### src/design/tmts_pkg.sv
// ----------------------------------------------------------------------------
// tmts_pkg
// Shared types and constants of the tile map cell to tile source block.
// ----------------------------------------------------------------------------
package tmts_pkg;

  localparam int TILE_ID_W  = 16;
  localparam int CNT_W      = 12;
  localparam int WIDTH_W    = 13;
  localparam int ORIGIN_W   = 16;
  localparam int TS_W       = 56;
  localparam int TS_REGS    = 4;
  localparam int SEL_W      = 2;
  localparam int SRC_COL_W  = 8;
  localparam int SRC_ROW_W  = 16;
  localparam int SCREEN_W   = 22;
  localparam int CFG_IDX_W  = 3;

  localparam logic [CNT_W-1:0] CNT_MAX = '1;

  // register indexes of the configuration port
  localparam logic [CFG_IDX_W-1:0] REG_TILESET0       = 3'd0;
  localparam logic [CFG_IDX_W-1:0] REG_LAYER_WIDTH    = 3'd4;
  localparam logic [CFG_IDX_W-1:0] REG_LAYER_ORIGIN_X = 3'd5;
  localparam logic [CFG_IDX_W-1:0] REG_LAYER_ORIGIN_Y = 3'd6;

  typedef enum logic [2:0] {
    ST_IDLE,
    ST_MATCH,
    ST_DIV,
    ST_MULX,
    ST_MULY
  } tmts_state_t;

  typedef struct packed {
    logic [CNT_W-1:0] col;
    logic [CNT_W-1:0] row;
  } tmts_pos_t;

  // step to the next cell in row-major order, row saturates
  function automatic tmts_pos_t tmts_advance(tmts_pos_t cur, logic [WIDTH_W-1:0] eff_w);
    tmts_pos_t          res;
    logic [WIDTH_W-1:0] nxt;
    nxt = {1'b0, cur.col} + WIDTH_W'(1);
    if (nxt >= eff_w) begin
      res.col = '0;
      res.row = (cur.row < CNT_MAX) ? cur.row + CNT_W'(1) : cur.row;
    end else begin
      res.col = nxt[CNT_W-1:0];
      res.row = cur.row;
    end
    return res;
  endfunction

endpackage

### src/design/tmts_if.sv
// ----------------------------------------------------------------------------
// tmts channel interfaces
// Valid/ready channels for cell requests, tile source results and config.
// ----------------------------------------------------------------------------
interface tmts_in_if;
  import tmts_pkg::*;
  logic                 valid;
  logic                 ready;
  logic [TILE_ID_W-1:0] tile_id;
  logic                 restart;
  modport source (output valid, tile_id, restart, input ready);
  modport sink   (input valid, tile_id, restart, output ready);
endinterface

interface tmts_out_if;
  import tmts_pkg::*;
  logic                       valid;
  logic                       ready;
  logic [SEL_W-1:0]           tileset_sel;
  logic [SRC_COL_W-1:0]       src_col;
  logic [SRC_ROW_W-1:0]       src_row;
  logic signed [SCREEN_W-1:0] screen_x;
  logic signed [SCREEN_W-1:0] screen_y;
  logic                       no_match;
  modport source (output valid, tileset_sel, src_col, src_row, screen_x, screen_y,
                  no_match, input ready);
  modport sink   (input valid, tileset_sel, src_col, src_row, screen_x, screen_y,
                  no_match, output ready);
endinterface

interface tmts_cfg_if;
  import tmts_pkg::*;
  logic                 valid;
  logic                 ready;
  logic [CFG_IDX_W-1:0] index;
  logic [TS_W-1:0]      data;
  modport source (output valid, index, data, input ready);
  modport sink   (input valid, index, data, output ready);
endinterface

### src/design/tilemap_cell_to_tile_source_core.sv
// ----------------------------------------------------------------------------
// tilemap_cell_to_tile_source_core
// Tracks the map cell position and turns each nonzero tile id into tileset
// number, source column/row inside the tileset image and screen position, or no_match.
// ----------------------------------------------------------------------------
//   port     | dir | carries
//   in_ch    | in  | tile_id, restart (one request per map cell)
//   out_ch   | out | tileset_sel, src_col, src_row, screen_x, screen_y, no_match
//   cfg_ch   | in  | index, data (register write, always ready)
//
// a matching id takes one tileset compare per cycle up to the hit, 16 steps of the
// restoring divider and two passes of the shared multiply-add; a miss scans every
// tileset and then gives a no_match result. The block returns to idle before the
// next request is taken, and an empty cell (id zero) only advances the cell position.
// rst_n is synchronous and clears state.
// a result waits in the output register; a new one is not loaded until it is taken.
module tilemap_cell_to_tile_source_core #(
  parameter int NUM_TILESETS    = 4,
  parameter int MAX_LAYER_WIDTH = 4096
) (
  input  logic        clk,
  input  logic        rst_n,
  tmts_in_if.sink     in_ch,
  tmts_out_if.source  out_ch,
  tmts_cfg_if.sink    cfg_ch
);
  import tmts_pkg::*;

  localparam int NUSED = (NUM_TILESETS < TS_REGS) ? NUM_TILESETS : TS_REGS;
  localparam int WCAP  = (MAX_LAYER_WIDTH < 4096) ? MAX_LAYER_WIDTH : 4096;
  localparam logic [SEL_W-1:0] LAST_TS = SEL_W'(NUSED - 1);

  tmts_state_t state_r, state_nxt;

  // configuration registers
  logic [TS_W-1:0]            tileset_r [TS_REGS];
  logic [WIDTH_W-1:0]         layer_width_r;
  logic signed [ORIGIN_W-1:0] origin_x_r;
  logic signed [ORIGIN_W-1:0] origin_y_r;

  tmts_pos_t pos_r, pos_nxt;

  logic [TILE_ID_W-1:0] id_r;
  logic [SEL_W-1:0]     scan_r;
  logic [SRC_COL_W-1:0] cols_r;
  logic [7:0]           tw_r;
  logic [7:0]           th_r;
  logic [SRC_ROW_W-1:0] quo_r;
  logic [SRC_COL_W-1:0] rem_r;
  logic [3:0]           step_r;
  logic signed [SCREEN_W-1:0] sx_r;

  logic                       out_valid_r;
  logic [SEL_W-1:0]           out_sel_r;
  logic [SRC_COL_W-1:0]       out_col_r;
  logic [SRC_ROW_W-1:0]       out_row_r;
  logic signed [SCREEN_W-1:0] out_x_r;
  logic signed [SCREEN_W-1:0] out_y_r;
  logic                       out_nm_r;

  logic in_acc, slot_free, hit, load_nm, load_res, finish;
  logic [WIDTH_W-1:0]   eff_w;
  logic [TS_W-1:0]      ts_cur;
  logic [TILE_ID_W-1:0] ts_first, ts_count, idx;
  logic [SRC_COL_W:0]   rem_ext, rem_sub;
  logic                 div_ge;
  logic [CNT_W-1:0]     mul_a;
  logic [7:0]           mul_b;
  logic signed [ORIGIN_W-1:0] mul_org;
  logic signed [SCREEN_W-1:0] mul_sum;
  tmts_pos_t base_pos;

  assign in_acc    = in_ch.valid && in_ch.ready;
  assign slot_free = !out_valid_r || out_ch.ready;

  always_comb begin
    if (layer_width_r == '0) begin
      eff_w = WIDTH_W'(1);
    end else if (layer_width_r > WIDTH_W'(WCAP)) begin
      eff_w = WIDTH_W'(WCAP);
    end else begin
      eff_w = layer_width_r;
    end
  end

  // one tileset range compare per cycle
  assign ts_cur   = tileset_r[scan_r];
  assign ts_first = ts_cur[15:0];
  assign ts_count = ts_cur[31:16];
  assign idx      = id_r - ts_first;
  assign hit      = (ts_count != '0) && (id_r >= ts_first) && (idx < ts_count);

  // restoring divider step
  assign rem_ext = {rem_r, quo_r[SRC_ROW_W-1]};
  assign div_ge  = rem_ext >= {1'b0, cols_r};
  assign rem_sub = rem_ext - {1'b0, cols_r};

  // shared multiply-add for both screen coordinates
  always_comb begin
    if (state_r == ST_MULY) begin
      mul_a   = pos_r.row;
      mul_b   = th_r;
      mul_org = origin_y_r;
    end else begin
      mul_a   = pos_r.col;
      mul_b   = tw_r;
      mul_org = origin_x_r;
    end
  end
  assign mul_sum = SCREEN_W'(mul_org) + $signed({2'b00, 20'(mul_a * mul_b)});

  // next state
  always_comb begin
    state_nxt = state_r;
    unique case (state_r)
      ST_IDLE: begin
        if (in_acc && in_ch.tile_id != '0) state_nxt = ST_MATCH;
      end
      ST_MATCH: begin
        if (hit) begin
          state_nxt = ST_DIV;
        end else if (scan_r == LAST_TS && slot_free) begin
          state_nxt = ST_IDLE;
        end
      end
      ST_DIV: begin
        if (step_r == '1) state_nxt = ST_MULX;
      end
      ST_MULX: state_nxt = ST_MULY;
      ST_MULY: begin
        if (slot_free) state_nxt = ST_IDLE;
      end
      default: state_nxt = ST_IDLE;
    endcase
  end

  // outputs and control strobes
  always_comb begin
    in_ch.ready = (state_r == ST_IDLE);
    load_nm     = (state_r == ST_MATCH) && !hit && (scan_r == LAST_TS) && slot_free;
    load_res    = (state_r == ST_MULY) && slot_free;
    finish      = load_nm || load_res;
  end

  assign cfg_ch.ready       = 1'b1;
  assign out_ch.valid       = out_valid_r;
  assign out_ch.tileset_sel = out_sel_r;
  assign out_ch.src_col     = out_col_r;
  assign out_ch.src_row     = out_row_r;
  assign out_ch.screen_x    = out_x_r;
  assign out_ch.screen_y    = out_y_r;
  assign out_ch.no_match    = out_nm_r;

  // cell position
  always_comb begin
    base_pos = pos_r;
    pos_nxt  = pos_r;
    if (in_acc) begin
      if (in_ch.restart) base_pos = '0;
      pos_nxt = (in_ch.tile_id == '0) ? tmts_advance(base_pos, eff_w) : base_pos;
    end else if (finish) begin
      pos_nxt = tmts_advance(pos_r, eff_w);
    end
  end

  always_ff @(posedge clk) begin
    if (!rst_n) begin
      state_r       <= ST_IDLE;
      pos_r         <= '0;
      out_valid_r   <= 1'b0;
      layer_width_r <= WIDTH_W'(1);
      origin_x_r    <= '0;
      origin_y_r    <= '0;
      for (int i = 0; i < TS_REGS; i++) tileset_r[i] <= '0;
    end else begin
      state_r <= state_nxt;
      pos_r   <= pos_nxt;
      if (finish) begin
        out_valid_r <= 1'b1;
      end else if (out_ch.ready) begin
        out_valid_r <= 1'b0;
      end
      if (cfg_ch.valid) begin
        if (cfg_ch.index < REG_LAYER_WIDTH) begin
          tileset_r[cfg_ch.index[SEL_W-1:0]] <= cfg_ch.data;
        end else if (cfg_ch.index == REG_LAYER_WIDTH) begin
          layer_width_r <= cfg_ch.data[WIDTH_W-1:0];
        end else if (cfg_ch.index == REG_LAYER_ORIGIN_X) begin
          origin_x_r <= cfg_ch.data[ORIGIN_W-1:0];
        end else if (cfg_ch.index == REG_LAYER_ORIGIN_Y) begin
          origin_y_r <= cfg_ch.data[ORIGIN_W-1:0];
        end
      end
    end
  end

  // datapath
  always_ff @(posedge clk) begin
    if (in_acc) begin
      id_r   <= in_ch.tile_id;
      scan_r <= SEL_W'(REG_TILESET0);
    end
    if (state_r == ST_MATCH) begin
      if (hit) begin
        quo_r  <= idx;
        rem_r  <= '0;
        step_r <= '0;
        cols_r <= (ts_cur[39:32] == '0) ? SRC_COL_W'(1) : ts_cur[39:32];
        tw_r   <= ts_cur[47:40];
        th_r   <= ts_cur[55:48];
      end else if (scan_r != LAST_TS) begin
        scan_r <= scan_r + SEL_W'(1);
      end
    end
    if (state_r == ST_DIV) begin
      quo_r  <= {quo_r[SRC_ROW_W-2:0], div_ge};
      rem_r  <= div_ge ? rem_sub[SRC_COL_W-1:0] : rem_ext[SRC_COL_W-1:0];
      step_r <= step_r + 4'd1;
    end
    if (state_r == ST_MULX) sx_r <= mul_sum;
    if (load_res) begin
      out_sel_r <= scan_r;
      out_col_r <= rem_r;
      out_row_r <= quo_r;
      out_x_r   <= sx_r;
      out_y_r   <= mul_sum;
      out_nm_r  <= 1'b0;
    end else if (load_nm) begin
      out_sel_r <= '0;
      out_col_r <= '0;
      out_row_r <= '0;
      out_x_r   <= '0;
      out_y_r   <= '0;
      out_nm_r  <= 1'b1;
    end
  end

endmodule
### src/flat_wrapper.sv
// flat-port wrapper written by rule: the top's interface ports become plain ports
module tilemap_cell_to_tile_source_core_flat import tmts_pkg::*;
#(
  parameter int NUM_TILESETS    = 4,
  parameter int MAX_LAYER_WIDTH = 4096
)
  (clk, rst_n, in_ch_valid, in_ch_tile_id, in_ch_restart, in_ch_ready, out_ch_valid, out_ch_tileset_sel, out_ch_src_col, out_ch_src_row, out_ch_screen_x, out_ch_screen_y, out_ch_no_match, out_ch_ready, cfg_ch_valid, cfg_ch_index, cfg_ch_data, cfg_ch_ready);
  tmts_in_if in_ch_i ();
  tmts_out_if out_ch_i ();
  tmts_cfg_if cfg_ch_i ();
  input  logic clk;
  input  logic rst_n;
  input wire logic [$bits(in_ch_i.valid)-1:0] in_ch_valid;
  input wire logic [$bits(in_ch_i.tile_id)-1:0] in_ch_tile_id;
  input wire logic [$bits(in_ch_i.restart)-1:0] in_ch_restart;
  output wire logic [$bits(in_ch_i.ready)-1:0] in_ch_ready;
  output wire logic [$bits(out_ch_i.valid)-1:0] out_ch_valid;
  output wire logic [$bits(out_ch_i.tileset_sel)-1:0] out_ch_tileset_sel;
  output wire logic [$bits(out_ch_i.src_col)-1:0] out_ch_src_col;
  output wire logic [$bits(out_ch_i.src_row)-1:0] out_ch_src_row;
  output wire logic [$bits(out_ch_i.screen_x)-1:0] out_ch_screen_x;
  output wire logic [$bits(out_ch_i.screen_y)-1:0] out_ch_screen_y;
  output wire logic [$bits(out_ch_i.no_match)-1:0] out_ch_no_match;
  input wire logic [$bits(out_ch_i.ready)-1:0] out_ch_ready;
  input wire logic [$bits(cfg_ch_i.valid)-1:0] cfg_ch_valid;
  input wire logic [$bits(cfg_ch_i.index)-1:0] cfg_ch_index;
  input wire logic [$bits(cfg_ch_i.data)-1:0] cfg_ch_data;
  output wire logic [$bits(cfg_ch_i.ready)-1:0] cfg_ch_ready;
  assign in_ch_i.valid = in_ch_valid;
  assign in_ch_i.tile_id = in_ch_tile_id;
  assign in_ch_i.restart = in_ch_restart;
  assign in_ch_ready = in_ch_i.ready;
  assign out_ch_valid = out_ch_i.valid;
  assign out_ch_tileset_sel = out_ch_i.tileset_sel;
  assign out_ch_src_col = out_ch_i.src_col;
  assign out_ch_src_row = out_ch_i.src_row;
  assign out_ch_screen_x = out_ch_i.screen_x;
  assign out_ch_screen_y = out_ch_i.screen_y;
  assign out_ch_no_match = out_ch_i.no_match;
  assign out_ch_i.ready = out_ch_ready;
  assign cfg_ch_i.valid = cfg_ch_valid;
  assign cfg_ch_i.index = cfg_ch_index;
  assign cfg_ch_i.data = cfg_ch_data;
  assign cfg_ch_ready = cfg_ch_i.ready;
  tilemap_cell_to_tile_source_core #(.NUM_TILESETS(NUM_TILESETS), .MAX_LAYER_WIDTH(MAX_LAYER_WIDTH)) u_core (.clk(clk), .rst_n(rst_n), .in_ch(in_ch_i), .out_ch(out_ch_i), .cfg_ch(cfg_ch_i));
endmodule
### config.mk
export PLATFORM = sky130hd
export DESIGN_NAME = tilemap_cell_to_tile_source_core_flat
export DESIGN_NICKNAME = d
export VERILOG_FILES = /design/src/design/tmts_pkg.sv /design/src/design/tmts_if.sv /design/src/design/tilemap_cell_to_tile_source_core.sv /design/src/flat_wrapper.sv
export SDC_FILE = /design/constraint.sdc
export NUM_CORES = 1
export LEC_CHECK = 0
export BUFFER_PORTS_ARGS = -buffer_cell sky130_fd_sc_hd__buf_4
export CAP_MARGIN = 30
export CORE_AREA = 2 2 303 215
export DETAILED_ROUTE_END_ITERATION = 7
export DIE_AREA = 0 0 305 217
export PLACE_DENSITY_LB_ADDON = 0.15
export SETUP_SLACK_MARGIN = 0.02
export SLEW_MARGIN = 10
export SYNTH_ARGS = -nofsm -noshare
export SYNTH_HDL_FRONTEND = slang
export SYNTH_SLANG_ARGS = --single-unit
### constraint.sdc
create_clock -name clk -period 20.7 [get_ports clk]
set_input_delay 5.175 -clock clk [delete_from_list [all_inputs] [get_ports clk]]
set_output_delay 5.175 -clock clk [all_outputs]
set_load 0.02 [all_outputs]
# --- After elaboration in Yosys (flattened, before gate mapping) ---
# Memory sizes are Yosys's and may differ from the RTL's. A register that Yosys moved wholly into a read port is not among the register bits.
# Cells that the tools add are included.
word_totals:
  mem_count: 1
  elab_cells: 146
  inputBits: 81
  register_bits: 236
  ramBits: 224
classes:
  n_lt_le_gt_ge: 9
  n_mul: 1
  n_addsub: 9
  muxes: 53
  n_eq_ne: 14
  n_bitwise: 3
  n_reduce_logical: 34
memory_table:
  columns: ["name", "depth", "width", "read_ports", "rd_ports_with_merged_regs", "write_ports", "line_no", "rtl"]
  rows:
  - ["u_core.tileset_r", 4, 56, 1, 1, 4, "tilemap_cell_to_tile_source_core.sv:36", "logic [TS_W-1:0] tileset_r [TS_REGS];"]
op_table:
  columns: ["cell", "count"]
  rows:
  - ["$mux 24", 7]
  - ["$mux 16", 6]
  - ["$mux 22", 3]
  - ["$mux 56", 1]
  - ["$mux 8", 7]
  - ["$reduce_or 56->1", 1]
  - ["$mux 12", 3]
  - ["$reduce_bool 16->1", 2]
  - ["$add 12x1->13 const B", 2]
  - ["$ge 13x13->1", 2]
  - ["$mux 13", 2]
  - ["$add 12x1->12 const B", 2]
  - ["$lt 12x12->1 const B", 2]
  - ["$add 16x21->22", 1]
  - ["$mul 12x8->20", 1]
  - ["$ge 16x16->1", 1]
  - ["$logic_not 16->1", 1]
  - ["$lt 16x16->1", 1]
  - ["$sub 16x16->16", 1]
  - ["$mux 3", 5]
  - ["$pmux 3 s5", 1]
  - ["$mux 2", 7]
  - ["$reduce_bool 2->1", 7]
  - ["$gt 13x13->1 const B", 1]
  - ["26 further kinds", 56]

# --- Logic depth before layout (Yosys ltp) ---
depth:
  ltp_word: 10
  depth_mapped: 31

# --- Least setup slack after synthesis ---
# Ideal clock, no wire load.
synth_timing:
  path_type: "input port to flip-flop"
  start: "input cfg_ch_index[0]"
  end: "memory u_core.tileset_r[0][0] (enable)"
  cell_stages: 4
  slack_ns: 10.412
  arrival_ns: 9.741
  path_buffers: 2
  cell_sequence: "or2_2 -> clkbuf_1 -> clkbuf_1 -> o21ai_0"
synth_rtl:
  columns: ["element", "line_no", "rtl"]
  rows:
  - ["from (decl)", "flat_wrapper.sv:26", "input wire logic [$bits(cfg_ch_i.index)-1:0] cfg_ch_index;"]
  - ["to (decl)", "tilemap_cell_to_tile_source_core.sv:36", null]

# --- Final worst setup path ---
layout_timing:
  start: "input in_ch_restart"
  end: "register u_core.pos_r[6] in the netlist's numbering"
layout_via:
  elab_chain_cells: 7
  word_cells_on_any_way: 10
layout_rtl:
  columns: ["element", "line_no", "rtl"]
  rows:
  - ["from (decl)", "flat_wrapper.sv:15", "input wire logic [$bits(in_ch_i.restart)-1:0] in_ch_restart;"]
  - ["$mux 24 (*)", "tilemap_cell_to_tile_source_core.sv:159", "if (in_ch.restart) base_pos = '0;"]
  - ["$mux 24 (*)", "tilemap_cell_to_tile_source_core.sv:158", "if (in_acc) begin"]
  - ["$add 12x1->13, or another cell as far along", "tmts_pkg.sv:44", "nxt = {1'b0, cur.col} + WIDTH_W'(1);"]
  - ["$ge 13x13->1 / $mux 12 (equally long branches)", "tmts_pkg.sv:45, tmts_pkg.sv:47", null]
  - ["$mux 24", "tmts_pkg.sv:45", "if (nxt >= eff_w) begin"]
  - ["$mux 24 (*)", "tilemap_cell_to_tile_source_core.sv:160", "pos_nxt = (in_ch.tile_id == '0) ? tmts_advance(base_pos, eff_w) : base_pos;"]
  - ["$mux 24 (*)", "tilemap_cell_to_tile_source_core.sv:158", null]
  - ["to (signal assigned)", "tilemap_cell_to_tile_source_core.sv:177", "pos_r <= pos_nxt;"]
  - ["to (decl)", "tilemap_cell_to_tile_source_core.sv:41", "tmts_pos_t pos_r, pos_nxt;"]
# Every way passes the cells marked *; elsewhere a longest branch is shown, timed or not. The select of a mux whose other input is x is not followed.
# A chain may end at the register's enable or synchronous reset.

==> results_dict.tcl <==
set metrics [dict create \
    outcome "complete, no violations" \
    post_drt_wl_per_cell_um 20.94 \
    vias 17680 \
    cp_max_fo 27 \
    synth_ff_type "edfxtp_1" \
    cts-buffers-inserted 48 \
    cts_hold_buf 0 \
    initialDrtViolationCount 1573 \
    finClkSkew_ps 33.71 \
    synth_top_cell_area_share 0.4576 \
    gp_congestion 0.8616 \
    maxCapViolCount 0 \
    gr-total-overflow 0 \
    path_clk_slew_ps 70 \
    post_cts_buffers 0 \
    synth_seq_cells 460 \
    final-max-slew-violation-count 0 \
    ir_drop_uv 60.37 \
    yosysUniqueCellTypes 69 \
    synth_area_um2 25200 \
    clock_latency_ps 610 \
    track_usage 0.2084 \
    min_period_ps 8253 \
    post-route-util 0.4536 \
    syn_inst 2272 \
    clk_path_buf_depth 3 \
    cts_tree "done" \
    ios 155 \
    hold_path.class "flop to flop" \
    rows 78 \
    drive_gt1_frac 0.1569 \
    finalSetupTns_ps 0 \
    total_power_mw 2.964 \
    yosysMostFrequentCell "edfxtp_1" \
    placed_cell_area_um2 27340 \
    core_um2 63730 \
    drt_wl_total_um 68710 \
    dieWidth_um 305 \
    start_kind "primary input" \
    cp_data_arrival_time_ps 8740 \
    worstMarginPinSlew_ps 899.1 \
    dp.cells 3194 \
    synthToLayoutAreaGrowth_pct 14.71 \
    critical_path.endpoint_type "flop" \
    dp_hpwl_um 48600 \
    ys_seq_area_frac 0.5180 \
    cts.sinks 460 \
    power.leakage_nw 11.88 \
    hold_viol 0 \
    vias_per_cell 5.388 \
    netlist_top_cells_count "edfxtp_1, nor2_1, nand2_1, inv_1, ha_1" \
    grt_max_degree 59 \
    grt_antenna_before_repair 4 \
    ant_nets 0 \
    dieHeight_um 217 \
    relSlewSlack 0.3887 \
    cts_root_buf "clkbuf_16" \
    drc 0 \
    clock.fmax_ghz 0.1212 \
    nets 2682 \
    fin_area_um2 28910 \
    yosysWarnings 0 \
    port_buffers 153 \
    post_cts_resized 0 \
    powerDensity_nw_per_um2 102.5 \
    layout.cells.non_filler 3282 \
    dieArea_um2 66190 \
    synthTopCellsByArea "edfxtp_1, ha_1, dfxtp_1" \
    period_share 0.3987 \
    syn_nets 2550 \
    critPathKind "primary input to flop" \
    grt_setup_unrepaired "false" \
    grt_pass1_vias 17300 \
    start_util 0.3954 \
    yosysTopAreaCell "edfxtp_1" \
    synth-edff-count 384 \
    postSynthAreaPerCell_um2 11.09 \
    grt_pass1_wl_um 105800 \
    htree_num_levels 2 \
    synth-async-reset-ratio 0 \
    crit_required_ps 21190 \
    setup_violations 0 \
    drt_pass1_iterations 5 \
]
[per-stage QoR]
stage	worst slack [ps]	hold WS [ps]
2_1_floorplan	10410	432.9
3_3_place_gp	11970	439.4
3_5_place_dp	11910	444.5
4_1_cts	12510	453.8
5_1_grt	12060	470.7
6_report	12450	452.3
[power breakdown]
group | leakage [nW] | switching (mW) | internal (mW)
Sequential | 4.34 | 0.0709 | 1.15
Combinational | 6.76 | 0.545 | 0.336
Clock | 0.778 | 0.373 | 0.492
Total | 11.9 | 0.988 | 1.98
[final cells by class]
type / instances / area [um^2]
antenna: 1 / 2.502
clock buffer: 63 / 1371
clock inverter: 24 / 188.9
timing repair buffer: 186 / 1416
fill: 6002 / 34820
multi-input combinational: 1515 / 11090
inverter: 193 / 724.4
tap: 840 / 1051
sequential: 460 / 13060
[per-layer routing]
metal / wire (um) / up-vias / global-route usage
li1: - / 8247 / -
met1: 34370 / 8808 / 0.3284
met2: 28820 / 559 / 0.3018
met3: 4598 / 68 / 0.03311
met4: 915 / 0 / 0.03960
met5: 0 / - / 0
[worst max-delay path, cell delays in order]
cell and delay, ps:
buf_4 210, nor2b_1 190, ha_1 280, nand3b_1 160, xnor2_1 350, ha_1 240
o21a_1 120, o21a_1 100, o21ai_0 110, a211oi_1 500, nand2_1 360, or3_1 420
xnor2_1 170, o32ai_1 90, a32o_1 230
[cells in the final DEF (no fill, tap or decap), types with 13 or more instances in the layout]
cell type,netlist,final
clkbuf_16,0,51
a21oi_1,111,111
o21ai_0,39,35
a211oi_1,13,13
nor2_1,317,315
mux2i_1,25,24
inv_1,193,192
fa_1,63,63
nor3_1,35,34
nand3_1,44,44
edfxtp_1,384,384
a21o_1,24,24
ha_1,134,134
nand2_1,262,262
nand2b_1,22,20
mux2_2,20,20
nand4_1,13,13
dfxtp_1,76,74
xor2_1,19,19
nor2b_1,20,19
buf_4,2,184
and3_1,61,61
or2_2,25,25
clkinv_2,0,13
and2_1,22,22
xnor2_1,53,53
mux4_2,56,56
[logic make-up after synthesis]
kind of cell             count (synthesis)  share of synthesized area
buffers and inverters                  297                    0.04553
XOR/XNOR                                72                    0.02503
AO/OA/AOI/OAI                          288                    0.07319
AND/OR/NAND/NOR                        856                     0.1526
multiplexers                           101                    0.06892
adder cells (fa/ha/maj)                197                     0.1166
other                                    1                  0.0001488
flip-flops                             460                     0.5180
[flip-flops by register name, indices dropped and copies added, names as in the netlist, 13 cells and up]
| signal | cells |
|---|---|
| u_core.out_ch.src_row | 16 |
| u_core.origin_x_r | 16 |
| u_core.pos_r | 24 |
| u_core.tileset_r | 224 |
| u_core.out_ch.screen_x | 22 |
| u_core.id_r | 16 |
| u_core.out_ch.screen_y | 22 |
| u_core.layer_width_r | 13 |
| u_core.sx_r | 22 |
| u_core.origin_y_r | 16 |
| u_core.quo_r | 16 |
[path summary, 6_finish.rpt]
check                        from                         end  slack (ps)  depth (start not counted)
max                 in_ch_restart             u_core.pos_r[6]       12450                         15
min          u_core.origin_x_r[4]        u_core.origin_x_r[4]         450                          2
max reg2reg     u_core.state_r[2]  u_core.out_ch.screen_y[21]       12860                         27
min reg2reg  u_core.origin_x_r[4]        u_core.origin_x_r[4]         450                          2
No activity file was read; power rests on OpenSTA's default activity.
